File: config.mk
export PLATFORM = sky130hd
export DESIGN_NAME = client_registry_and_resource_locks_unit
export DESIGN_NICKNAME = d
export VERILOG_FILES = /design/src/rtl/core/crrl_pkg.sv /design/src/rtl/core/crrl_ram.sv /design/src/rtl/core/crrl_ctrl.sv /design/src/rtl/core/crrl_dp.sv /design/src/rtl/core/client_registry_and_resource_locks_unit.sv
export SDC_FILE = /design/constraint.sdc
export NUM_CORES = 1
export LEC_CHECK = 0
export BUFFER_PORTS_ARGS = -buffer_cell sky130_fd_sc_hd__buf_2
export CAP_MARGIN = 20
export CORE_UTILIZATION = 50
export DETAILED_ROUTE_END_ITERATION = 8
export GPL_TIMING_DRIVEN = 1
export PLACE_DENSITY = 0.69
export SYNTH_ARGS = -nofsm -noshare
export SYNTH_HDL_FRONTEND = slang
export SYNTH_SLANG_ARGS = --single-unit
File: constraint.sdc
create_clock -name clk -period 12.9 [get_ports clk]
set_clock_uncertainty 0.05 [all_clocks]
set_input_delay 1.935 -clock clk [delete_from_list [all_inputs] [get_ports clk]]
set_output_delay 1.935 -clock clk [all_outputs]
set_load 0.005 [all_outputs]
File: src/rtl/core/crrl_pkg.sv
// Shared types and codes for the client registry and resource lock unit.
package crrl_pkg;

	// Request kinds
	localparam logic [2:0] REQ_REGISTER = 3'd0;
	localparam logic [2:0] REQ_POSITION = 3'd1;
	localparam logic [2:0] REQ_ACQUIRE  = 3'd2;
	localparam logic [2:0] REQ_RELEASE  = 3'd3;

	// Result status codes
	localparam logic [3:0] STS_REGISTERED = 4'd0;
	localparam logic [3:0] STS_POS_OK     = 4'd1;
	localparam logic [3:0] STS_RESERVED   = 4'd2;
	localparam logic [3:0] STS_RELEASED   = 4'd3;
	localparam logic [3:0] STS_DUP        = 4'd4;
	localparam logic [3:0] STS_FULL       = 4'd5;
	localparam logic [3:0] STS_UNREG      = 4'd6;
	localparam logic [3:0] STS_NO_POS     = 4'd7;
	localparam logic [3:0] STS_BUSY       = 4'd8;
	localparam logic [3:0] STS_NOT_OWNER  = 4'd9;
	localparam logic [3:0] STS_ALREADY    = 4'd10;
	localparam logic [3:0] STS_BAD        = 4'd11;

	// Controller states
	typedef enum logic [1:0] {
		S_IDLE,
		S_LOAD,
		S_SCAN,
		S_EXEC
	} ctl_state_t;

	// Controller to datapath
	typedef struct packed {
		logic capture;
		logic scan;
		logic exec;
	} ctl_cmd_t;

	// Datapath to controller
	typedef struct packed {
		logic hit;
		logic miss;
	} ctl_sts_t;

endpackage

File: src/rtl/core/crrl_ram.sv
// Generic single write port RAM with registered read.
module crrl_ram #(
	parameter int WIDTH = 32,
	parameter int DEPTH = 8,
	localparam int AW = (DEPTH > 1) ? $clog2(DEPTH) : 1
) (
	input  logic             clk,
	input  logic             we,
	input  logic [AW-1:0]    waddr,
	input  logic [WIDTH-1:0] wdata,
	input  logic [AW-1:0]    raddr,
	output logic [WIDTH-1:0] rdata
);

	logic [WIDTH-1:0] mem_q [DEPTH];

	always_ff @(posedge clk) begin
		if (we) begin
			mem_q[waddr] <= wdata;
		end
		rdata <= mem_q[raddr];
	end

endmodule

File: src/rtl/core/crrl_ctrl.sv
// Request sequencer: capture, slot search, execute, result strobe.
module crrl_ctrl
	import crrl_pkg::*;
(
	input  logic     clk,
	input  logic     arst_n,
	input  logic     start,
	input  ctl_sts_t sts,
	output ctl_cmd_t cmd,
	output logic     busy
);

	ctl_state_t state_q, state_n;

	// State register
	always_ff @(posedge clk or negedge arst_n) begin
		if (!arst_n) begin
			state_q <= S_IDLE;
		end else begin
			state_q <= state_n;
		end
	end

	// Next state
	always_comb begin
		state_n = state_q;
		unique case (state_q)
			S_IDLE: begin
				if (start) state_n = S_LOAD;
			end
			S_LOAD: begin
				state_n = S_SCAN;
			end
			S_SCAN: begin
				if (sts.hit || sts.miss) state_n = S_EXEC;
			end
			S_EXEC: begin
				state_n = S_IDLE;
			end
			default: begin
				state_n = S_IDLE;
			end
		endcase
	end

	// Outputs
	always_comb begin
		cmd  = '0;
		busy = 1'b1;
		unique case (state_q)
			S_IDLE: begin
				busy        = 1'b0;
				cmd.capture = start;
			end
			S_LOAD: begin
			end
			S_SCAN: begin
				cmd.scan = 1'b1;
			end
			S_EXEC: begin
				cmd.exec = 1'b1;
			end
			default: begin
			end
		endcase
	end

endmodule

File: src/rtl/core/crrl_dp.sv
// Datapath: request registers, slot and lock tables, result registers.
module crrl_dp
	import crrl_pkg::*;
#(
	parameter int MAX_CLIENTS = 8,
	parameter int NUM_LOCKS   = 8
) (
	input  logic                clk,
	input  logic                arst_n,
	input  ctl_cmd_t            cmd,
	output ctl_sts_t            sts,
	input  logic [2:0]          req_type,
	input  logic [31:0]         client_addr,
	input  logic                x_present,
	input  logic signed [31:0]  x_value,
	input  logic                y_present,
	input  logic signed [31:0]  y_value,
	input  logic                res_present,
	input  logic signed [31:0]  res_number,
	output logic                done,
	output logic [3:0]          status,
	output logic [2:0]          slot_index
);

	localparam int SW  = (MAX_CLIENTS > 1) ? $clog2(MAX_CLIENTS) : 1;
	localparam int CW  = $clog2(MAX_CLIENTS + 1);
	localparam int LW  = (NUM_LOCKS > 1) ? $clog2(NUM_LOCKS) : 1;
	localparam int SXW = (SW > 3) ? SW : 3;

	// Captured request
	logic [2:0]  type_q;
	logic [31:0] addr_q;
	logic        x_ok_q, y_ok_q, res_ok_q;
	logic [31:0] x_q, y_q;
	logic [LW-1:0] lock_idx_q;

	// Search and table state
	logic [CW-1:0] count_q;
	logic [CW-1:0] idx_q;
	logic          found_q;
	logic [NUM_LOCKS-1:0] held_q;

	// Result registers
	logic       done_q;
	logic [3:0] status_q;
	logic [2:0] slot_q;

	// RAM ports
	logic [31:0]   addr_rd;
	logic [SW-1:0] addr_raddr;
	logic          addr_we;
	logic          px_we, py_we;
	logic [31:0]   px_wdata, py_wdata;
	logic [SW-1:0] pos_waddr;
	logic          own_we;
	logic [SW-1:0] own_rd;

	// Execute stage decisions
	logic          full;
	logic          res_in_range;
	logic [SW-1:0] slot_cur;
	logic [SW-1:0] new_slot;
	logic          held_cur;
	logic          own_match;
	logic [3:0]    sts_n;
	logic [SW-1:0] slot_n;
	logic          set_held, clr_held;
	logic [SXW-1:0] slot_ext;

	assign slot_cur  = idx_q[SW-1:0];
	assign new_slot  = count_q[SW-1:0];
	assign full      = (count_q == CW'(MAX_CLIENTS));
	assign held_cur  = held_q[lock_idx_q];
	assign own_match = (own_rd == slot_cur);

	// Address read: slot 0 while loading, next slot while scanning
	assign addr_raddr = cmd.scan ? SW'(CW'(idx_q + 1'b1)) : '0;

	// Compare current slot against requester
	assign sts.miss = (idx_q >= count_q);
	assign sts.hit  = !sts.miss && (addr_rd == addr_q);

	// Resource number range check
	assign res_in_range = !res_number[31] && (res_number[30:0] < 31'(NUM_LOCKS));

	// Request capture
	always_ff @(posedge clk) begin
		if (cmd.capture) begin
			type_q     <= req_type;
			addr_q     <= client_addr;
			x_ok_q     <= x_present;
			y_ok_q     <= y_present;
			x_q        <= x_value;
			y_q        <= y_value;
			res_ok_q   <= res_present && res_in_range;
			lock_idx_q <= (res_present && res_in_range) ? res_number[LW-1:0] : '0;
		end
	end

	// Search index and hit flag
	always_ff @(posedge clk or negedge arst_n) begin
		if (!arst_n) begin
			idx_q   <= '0;
			found_q <= 1'b0;
		end else if (cmd.capture) begin
			idx_q   <= '0;
			found_q <= 1'b0;
		end else if (cmd.scan) begin
			if (sts.hit) begin
				found_q <= 1'b1;
			end else if (!sts.miss) begin
				idx_q <= idx_q + 1'b1;
			end
		end
	end

	// Request execution
	always_comb begin
		sts_n    = STS_BAD;
		slot_n   = slot_cur;
		addr_we  = 1'b0;
		px_we    = 1'b0;
		py_we    = 1'b0;
		px_wdata = x_q;
		py_wdata = y_q;
		pos_waddr = slot_cur;
		own_we   = 1'b0;
		set_held = 1'b0;
		clr_held = 1'b0;
		if (type_q == REQ_REGISTER) begin
			if (found_q) begin
				sts_n = STS_DUP;
			end else if (full) begin
				sts_n  = STS_FULL;
				slot_n = '0;
			end else begin
				sts_n     = STS_REGISTERED;
				slot_n    = new_slot;
				addr_we   = 1'b1;
				px_we     = 1'b1;
				py_we     = 1'b1;
				px_wdata  = '0;
				py_wdata  = '0;
				pos_waddr = new_slot;
			end
		end else if (!found_q) begin
			sts_n  = STS_UNREG;
			slot_n = '0;
		end else begin
			case (type_q) inside
				REQ_POSITION: begin
					px_we = x_ok_q;
					py_we = x_ok_q && y_ok_q;
					sts_n = (x_ok_q && y_ok_q) ? STS_POS_OK : STS_NO_POS;
				end
				REQ_ACQUIRE, REQ_RELEASE: begin
					if (!res_ok_q) begin
						sts_n = STS_BAD;
					end else if (type_q == REQ_ACQUIRE) begin
						if (held_cur) begin
							sts_n = own_match ? STS_ALREADY : STS_BUSY;
						end else begin
							sts_n    = STS_RESERVED;
							set_held = 1'b1;
							own_we   = 1'b1;
						end
					end else begin
						if (held_cur && own_match) begin
							sts_n    = STS_RELEASED;
							clr_held = 1'b1;
						end else begin
							sts_n = STS_NOT_OWNER;
						end
					end
				end
				default: begin
					sts_n = STS_BAD;
				end
			endcase
		end
	end

	// Registered table state
	always_ff @(posedge clk or negedge arst_n) begin
		if (!arst_n) begin
			count_q <= '0;
			held_q  <= '0;
		end else if (cmd.exec) begin
			if (addr_we) count_q <= count_q + 1'b1;
			if (set_held) held_q[lock_idx_q] <= 1'b1;
			if (clr_held) held_q[lock_idx_q] <= 1'b0;
		end
	end

	// Result word and strobe
	always_ff @(posedge clk or negedge arst_n) begin
		if (!arst_n) begin
			done_q <= 1'b0;
		end else begin
			done_q <= cmd.exec;
		end
	end

	always_ff @(posedge clk) begin
		if (cmd.exec) begin
			status_q <= sts_n;
			slot_q   <= slot_ext[2:0];
		end
	end

	assign slot_ext   = SXW'(slot_n);
	assign done       = done_q;
	assign status     = status_q;
	assign slot_index = slot_q;

	// Client address table
	crrl_ram #(.WIDTH(32), .DEPTH(MAX_CLIENTS)) u_addr_ram (
		.clk   (clk),
		.we    (cmd.exec && addr_we),
		.waddr (new_slot),
		.wdata (addr_q),
		.raddr (addr_raddr),
		.rdata (addr_rd)
	);

	// Stored positions
	crrl_ram #(.WIDTH(32), .DEPTH(MAX_CLIENTS)) u_posx_ram (
		.clk   (clk),
		.we    (cmd.exec && px_we),
		.waddr (pos_waddr),
		.wdata (px_wdata),
		.raddr (slot_cur),
		.rdata ()
	);

	crrl_ram #(.WIDTH(32), .DEPTH(MAX_CLIENTS)) u_posy_ram (
		.clk   (clk),
		.we    (cmd.exec && py_we),
		.waddr (pos_waddr),
		.wdata (py_wdata),
		.raddr (slot_cur),
		.rdata ()
	);

	// Lock owner table, read at the captured lock index
	crrl_ram #(.WIDTH(SW), .DEPTH(NUM_LOCKS)) u_owner_ram (
		.clk   (clk),
		.we    (cmd.exec && own_we),
		.waddr (lock_idx_q),
		.wdata (slot_cur),
		.raddr (lock_idx_q),
		.rdata (own_rd)
	);

endmodule

File: src/rtl/core/client_registry_and_resource_locks_unit.sv
// Top level of the client registry and resource lock unit.
// One request word is taken when start is high and busy is low. The unit
// searches its client slots one per cycle through the address table RAM
// and holds busy high until the request has executed, so no new request is
// taken while one is in progress. The result word (status, slot_index)
// appears for exactly one cycle with done high, in the cycle in which busy
// drops; the receiver cannot stall it, and a new request may be taken in
// that same cycle.
module client_registry_and_resource_locks_unit
	import crrl_pkg::*;
#(
	parameter int MAX_CLIENTS = 8,
	parameter int NUM_LOCKS   = 8
) (
	input  logic               clk,
	input  logic               arst_n,
	input  logic               start,
	output logic               busy,
	input  logic [2:0]         req_type,
	input  logic [31:0]        client_addr,
	input  logic               x_present,
	input  logic signed [31:0] x_value,
	input  logic               y_present,
	input  logic signed [31:0] y_value,
	input  logic               res_present,
	input  logic signed [31:0] res_number,
	output logic               done,
	output logic [3:0]         status,
	output logic [2:0]         slot_index
);

	ctl_cmd_t cmd;
	ctl_sts_t sts;

	crrl_ctrl u_ctrl (
		.clk    (clk),
		.arst_n (arst_n),
		.start  (start),
		.sts    (sts),
		.cmd    (cmd),
		.busy   (busy)
	);

	crrl_dp #(.MAX_CLIENTS(MAX_CLIENTS), .NUM_LOCKS(NUM_LOCKS)) u_dp (
		.clk         (clk),
		.arst_n      (arst_n),
		.cmd         (cmd),
		.sts         (sts),
		.req_type    (req_type),
		.client_addr (client_addr),
		.x_present   (x_present),
		.x_value     (x_value),
		.y_present   (y_present),
		.y_value     (y_value),
		.res_present (res_present),
		.res_number  (res_number),
		.done        (done),
		.status      (status),
		.slot_index  (slot_index)
	);

	// A result word only shows once the sequencer is back to idle
	a_done_idle: assert property (@(posedge clk) disable iff (!arst_n)
		done |-> !busy)
		else $error("result strobe while busy");

	// An accepted request always occupies the unit next cycle
	a_accept_busy: assert property (@(posedge clk) disable iff (!arst_n)
		(start && !busy) |=> (busy && !done))
		else $error("accepted request did not start");

	// Unknown clients and a full table report slot zero
	a_noslot_zero: assert property (@(posedge clk) disable iff (!arst_n)
		(done && (status == STS_UNREG || status == STS_FULL)) |-> (slot_index == 3'd0))
		else $error("nonzero slot for unregistered or full");

	// Status codes stay within the defined set
	a_status_range: assert property (@(posedge clk) disable iff (!arst_n)
		done |-> (status <= STS_BAD))
		else $error("status code out of range");

endmodule
; Word-level counts from Yosys, hierarchy flattened
; Memory sizes are Yosys's and may differ from the RTL's. A register that Yosys moved wholly into a read port is not among the register bits.
; Cells that the tools add are included.
[totals]
inputBits = 137
output_inout_bits = 9
mem_bits_rw = 280
memories = 2
wordCells = 117
regBits = 68
[op_classes]
n_bitwise = 3
add_sub_neg = 2
eq_ne = 13
mux = 59
n_reduce_logical = 20
n_lt_le_gt_ge = 4
[mem_list]
columns = name, depth, width, read_ports, rd_clocked_by_memory_dff, wr, line
row1 = u_dp.u_addr_ram.mem_q, 8, 32, 1, 1, 1, crrl_ram.sv:15  ; logic [WIDTH-1:0] mem_q [DEPTH];
row2 = u_dp.u_owner_ram.mem_q, 8, 3, 1, 1, 1, crrl_ram.sv:15
[op_table]
columns = op, count
row1 = $mux W4, 12
row2 = $eq A32 B32 Y1, 1
row3 = $lt A31 B4 Y1 const B, 1
row4 = $mux W1, 30
row5 = $mux W3, 8
row6 = $mux W8, 3
row7 = $add A4 B1 Y4 const B, 2
row8 = $and A8 B8 Y8, 1
row9 = $logic_and A1 B1 Y1, 8
row10 = $not A8 Y8, 1
row11 = $or A8 B8 Y8, 1
row12 = $pmux W2 S4, 1
row13 = $eq A3 B2 Y1 const B, 2
row14 = $mux W2, 3
row15 = $ne A2 B2 Y1 const B, 3
row16 = $reduce_and A2 Y1, 3
row17 = $eq A2 B2 Y1 const B, 2
row18 = $eq A4 B4 Y1 const B, 1
row19 = $ge A4 B4 Y1, 1
row20 = $lt A3 B4 Y1 const B, 1
row21 = $reduce_bool A2 Y1, 2
row22 = $bmux W1 S3, 1
row23 = $demux W1 S3, 1
row24 = $eq A3 B1 Y1 const B, 1
row25 = other kinds (10), 11

; Longest topological paths before layout
[depth]
ltp_word = 13
ltp_mapped = 10
mapped_depth_nobuf = 8

; By module
; From an unflattened synthesis, not the netlist that was laid out.
[unflattened]
hier_cells = 733
area_unflattened_um2 = 14920.6
[modules_own_cells]
columns = mod, seq_area_each_um2, n_inst, area_each_um2, cells_per_inst
row1 = crrl_ram at u_dp.u_addr_ram, 8328.0, 1, 10466.3, 415
row2 = crrl_dp, 1891.8, 1, 3240.6, 253
row3 = crrl_ram at u_dp.u_owner_ram, 780.7, 1, 1042.2, 50
row4 = crrl_ctrl, 50.0, 1, 171.4, 15

; Least setup slack after synthesis
; Ideal clock, no wire load.
[synth_path]
kind = register to register
start = reg u_dp.count_q[1]
end = mem u_dp.u_addr_ram.mem_q[0][0], enable pin
setup_ns = 0.461
period_less_slack_ns = 4.071
n_path_buf = 0
required_time_ns = 12.389
path_stages_with_launch = 8
t_arrival_ns = 3.560
slack_ns = 8.829
cell_sequence = dfrtp_1 -> inv_1 -> ha_1 -> nand2_1 -> nor2_1 -> nor3_2 -> nand3_1 -> nor3_1
[synth_via]
elab_chain_cells = 7
[synth_lines]
columns = item, line
row1 = start: declaration, crrl_dp.sv:38  ; logic [CW-1:0] count_q;
row2 = start signal: assignment, crrl_dp.sv:189  ; if (addr_we) count_q <= count_q + 1'b1;
row3 = $eq A4 B4 Y1, crrl_dp.sv:72  ; assign full = (count_q == CW'(MAX_CLIENTS));
row4 = $mux W1, crrl_dp.sv:133  ; end else if (full) begin
row5 = $mux W1, --
row6 = $mux W1, crrl_dp.sv:130  ; if (type_q == REQ_REGISTER) begin
row7 = $logic_and A1 B1 Y1, crrl_dp.sv:219  ; .we (cmd.exec && addr_we),
row8 = $mux W1, crrl_ram.sv:18  ; if (we) begin
row9 = $mux W1 (not written as such), crrl_ram.sv:19  ; mem_q[waddr] <= wdata;
row10 = end: declaration, crrl_ram.sv:15
; Parallel ways exist; a longest one is shown, timed or not.

; Worst setup path in the final report
[layout_path]
start = reg u_ctrl.state_q[0]
end = out busy
[layout_via]
elab_chain_cells = 2
[layout_lines]
columns = item, line
row1 = start: declaration, crrl_ctrl.sv:13  ; ctl_state_t state_q, state_n;
row2 = start signal: assignment, crrl_ctrl.sv:20  ; state_q <= state_n;
row3 = $logic_not A2 Y1, crrl_ctrl.sv:50  ; unique case (state_q)
row4 = $mux W1, crrl_ctrl.sv:50
row5 = end: declaration, client_registry_and_resource_locks_unit.sv:18  ; output logic busy,
; No other way between the ends.

==> results.md <==
* Run status: complete, no violations
* Post-CTS Hold Fix Bufs at 0
* Top-area cell type share of the netlist area at 65.8%
* Number of nets in the final layout at 1240
* Die footprint at 30600 µm²
* Total setup buffers inserted after CTS at 0
* Register-to-register setup slack at about 9.6 ns
* Post-cts sizing count at 0
* Sequential share of power at 48.6%
* Cell depth of the worst hold path at 1
* Number of synthesis warnings at 0
* GRT Overall Usage at 20.3%
* Area growth from synthesis to layout at 14.1%
* Source of the worst hold timing path: u_dp.held_q[2]$_DFFE_PN0P_
* Final ANT Viol Nets at 0
* Cell area after layout at 17100 µm²
* Via count of the first global-routing pass at 8254
* TritonRoute pass-1 iters at 5
* TritonCTS clock tree: yes
* Final Hold Viols at 0
* Total via count in the routed design at 8319
* Buffers from clock root to sink, at most at 3
* Final setup violation count at 0
* Clock input transition at the sequential cells of the worst setup and hold paths at 0.06 ns
* Relative max-transition margin at 45.9%
* Final setup TNS at 0 ns
* Yosys top cell by area: sky130_fd_sc_hd__edfxtp_1
* Initial standard-cell utilization of the core at between 50% and 60%
* Die Ht at 175 µm
* CP Capture Type: output pin
* Maximum fanout encountered on the critical timing path at 3
* Combinational power share at 19.0%
* Routed wire length per instance at about 20 µm
* Max-capacitance violation count at 0
* Iteration-0 DRC Markers at about 700
* Fmax at approximately 300 MHz
* Type of the worst min-delay path: flop to flop
* Minimum clock period after layout at 3.39 ns
* Clock group share of total power at 32.4%
* Avg Cell Area, Syn at 14.9 µm²
* Antenna diode count at 0
* Number of sinks on the clock net at 383
* Worst r2r src: u_dp.idx_q[0]$_DFFE_PN0P_
* RSZ-0062 raised after global routing: false
* Final core utilization at 58.7%
* Num rows at 62
* Tcrit/Tclk final at a little over a quarter
* Synth cell types at 52
* Leading cell types by count after synthesis: sky130_fd_sc_hd__edfxtp_1, sky130_fd_sc_hd__nand2_1, sky130_fd_sc_hd__nor2_1, sky130_fd_sc_hd__o21ai_0, sky130_fd_sc_hd__nand3_1
* Total wirelength of the detailed-routed design at 29.8 mm
* WP data required at 10.91 ns
* Worst path cell trace: inv_1 -> ha_1 -> inv_1 -> buf_2
* Pre-CTS setup slack at just over 9 ns
* Proportion of synthesized chip area in sequential cells at 73.9%
* Maximum level of the CTS H-tree at 2
* Delay of the slowest critical-path stage at 0.40 ns
* Insertion delay of the later-clocked pin in the worst-skew pair at 0.53 ns
* Cts bufs inserted at 39
* P_sw at 0.939 mW
* Average via count per standard cell at roughly 5.5
* Gate Count Post-Synth at 1001
* Total placed cells including tap cells at roughly 1400
* Maximum number of pins on one net before global-route repair at 65
* Synthesized Nets at approximately 1100
* Hpwl dp at 16.0 mm
* Startpoint Class: flop
* Power per unit of standard cell area at approximately 190 nW/µm²
* Synth Cell Area at 15000 µm²
* Chip width at 175 µm
* Fraction of final layout cells with drive strength greater than 1 at 19.3%
* Arrival time of data at the critical path endpoint at between 1 and 1.5 ns
* Worst-margin pin slew at 0.812 ns
* Leakage power total at 5.90 nW
* CP Class: flop to output pin
* Clock root buffer master: sky130_fd_sc_hd__clkbuf_16
* Antenna violations before repair at 0
* Critical-path cell with the highest stage delay: sky130_fd_sc_hd__dfrtp_1
* Biggest area contributors in the synthesized netlist: sky130_fd_sc_hd__edfxtp_1, sky130_fd_sc_hd__mux4_2, sky130_fd_sc_hd__dfxtp_1
* Most frequent CP cell: sky130_fd_sc_hd__inv_1
* Core Area at 29100 µm²
* Overflow left after global routing at 0
* Drc violations at 0
* Flop and latch count out of synthesis at 383
* Async SR Flop Fraction at 5.22%
* Fill cell instance count of the final layout at 2237
* Count of flip-flops with a built-in enable after synthesis at 328
* IO Port Bufs at 81
* Switching Share at 28.4%
* GP Congestion at 0.800
* Most instantiated library cell after synthesis: sky130_fd_sc_hd__edfxtp_1
* Worst reg2reg path depth at 7
* Worst setup slack after layout at 9.51 ns
* Top_reg_cell synth: sky130_fd_sc_hd__edfxtp_1
* Wire length of the first global-routing pass at 46.9 mm
* Internal at 2.37 mW
* Terminating pin of the worst hold path: u_dp.held_q[2]$_DFFE_PN0P_
* Final max-slew violation count at 0
* I/O Pins at 146
* Non-filler instance count after layout at 1506
* Endpoint of the lowest-slack register-to-register path: u_dp.u_addr_ram.rdata[19]$_DFF_P_
* Peak VDD IR at 0.124 mV
* DP Area at 15900 µm²
critical path: cells and delay by family (launching register included):
| kind | cells | cell delay [ns] |
|---|---|---|
| DFF | 1 | 0.40 |
| buffers and inverters | 3 | 0.30 |
| adders and majority gates | 1 | 0.18 |
metrics by stage:
step                hold slack [ns]  power, mW
global placement              0.436       2.25
floorplan                     0.424       2.05
global route                  0.477       3.47
CTS                           0.453       3.34
detailed placement            0.440       2.27
finish                        0.449       3.31
metal layers:
layer	part of all wire (%)	global-route usage, %
met3	4.6	2.87
met1	45	28.3
met5	0	0
met2	48	33.1
met4	2.5	6.81
cell families (layout without fill, tap and decap cells):
kind of cell	count (synthesis)	count (layout)	synth area share, %
AND/OR/NAND/NOR	364	364	11.4
buffers and inverters	57	178	1.55
adder cells (fa/ha/maj)	11	11	0.920
AO/OA/AOI/OAI	104	104	4.19
multiplexers	43	43	5.76
flip-flops	383	383	73.9
XOR/XNOR	39	39	2.28
area by class of cell:
type / count / area, µm² / share of cell area, %
well taps: 384 / 480 / 2.82
flip-flops and latches: 383 / 11100 / 64.8
multi-input cells: 561 / 3750 / 22.0
clock inverters: 10 / 109 / 0.638
repair buffers: 96 / 531 / 3.11
inverters: 11 / 41.3 / 0.242
clock buffers: 61 / 1100 / 6.44
sequential cells by signal, summed over array words and instances, names as in the netlist:
register / count
u_dp.found_q: 1
u_dp.held_q: 8
u_dp.res_ok_q: 1
u_dp.status: 4
u_dp.type_q: 3
u_dp.addr_q: 32
u_dp.u_addr_ram.rdata: 32
u_dp.y_ok_q: 1
u_ctrl.state_q: 2
u_dp.u_owner_ram.rdata: 3
u_dp.done: 1
u_dp.u_addr_ram.mem_q: 256
u_dp.count_q: 4
u_dp.x_ok_q: 1
u_dp.lock_idx_q: 3
u_dp.slot_index: 3
u_dp.u_owner_ram.mem_q: 24
u_dp.idx_q: 4
cell usage in the layout (no fill, tap or decap), types with 4 or more instances in the layout:
| cell | count |
|---|---|
| sky130_fd_sc_hd__nor4_2 | 8 |
| sky130_fd_sc_hd__o22a_1 | 8 |
| sky130_fd_sc_hd__mux2_2 | 5 |
| sky130_fd_sc_hd__ha_1 | 10 |
| sky130_fd_sc_hd__mux2i_1 | 4 |
| sky130_fd_sc_hd__nor2_4 | 6 |
| sky130_fd_sc_hd__o21ai_0 | 70 |
| sky130_fd_sc_hd__nand3_1 | 41 |
| sky130_fd_sc_hd__clkbuf_8 | 4 |
| sky130_fd_sc_hd__nand2b_1 | 38 |
| sky130_fd_sc_hd__nor4_1 | 9 |
| sky130_fd_sc_hd__dfxtp_1 | 35 |
| sky130_fd_sc_hd__clkbuf_1 | 18 |
| sky130_fd_sc_hd__nand2_1 | 118 |
| sky130_fd_sc_hd__buf_4 | 14 |
| sky130_fd_sc_hd__nor2_1 | 109 |
| sky130_fd_sc_hd__xnor2_1 | 38 |
| sky130_fd_sc_hd__nand4_1 | 13 |
| sky130_fd_sc_hd__dfrtp_1 | 19 |
| sky130_fd_sc_hd__a21oi_1 | 7 |
| sky130_fd_sc_hd__inv_1 | 9 |
| sky130_fd_sc_hd__edfxtp_1 | 328 |
| sky130_fd_sc_hd__buf_2 | 81 |
| sky130_fd_sc_hd__mux4_2 | 34 |
| sky130_fd_sc_hd__and2_1 | 4 |
| sky130_fd_sc_hd__clkbuf_16 | 39 |
power groups by stage:
stage	Clock, mW	Sequential (mW)	Combinational (mW)
6_report	1.07	1.61	0.630
5_1_grt	1.14	1.63	0.708
4_1_cts	1.09	1.61	0.640
3_5_place_dp	0	1.63	0.634
3_3_place_gp	0	1.63	0.621
2_1_floorplan	0	1.59	0.464
worst max-delay path by stage:
stage,start,endpoint,slack (ns),cells past startpoint
2_1_floorplan,u_dp.count_q[1]$_DFFE_PN0P_,u_dp.u_addr_ram.mem_q[0][0]$_DFFE_PP_,8.83,7
3_3_place_gp,start,u_dp.idx_q[2]$_DFFE_PN0P_,9.24,6
3_5_place_dp,start,u_dp.idx_q[2]$_DFFE_PN0P_,9.21,6
4_1_cts,u_dp.idx_q[0]$_DFFE_PN0P_,u_dp.u_addr_ram.rdata[16]$_DFF_P_,9.47,7
5_1_grt,u_dp.idx_q[0]$_DFFE_PN0P_,u_dp.u_addr_ram.rdata[17]$_DFF_P_,9.30,7
6_report,u_ctrl.state_q[0]$_DFFE_PN0P_,busy,9.51,4
Power figures use the tool's default switching activity.
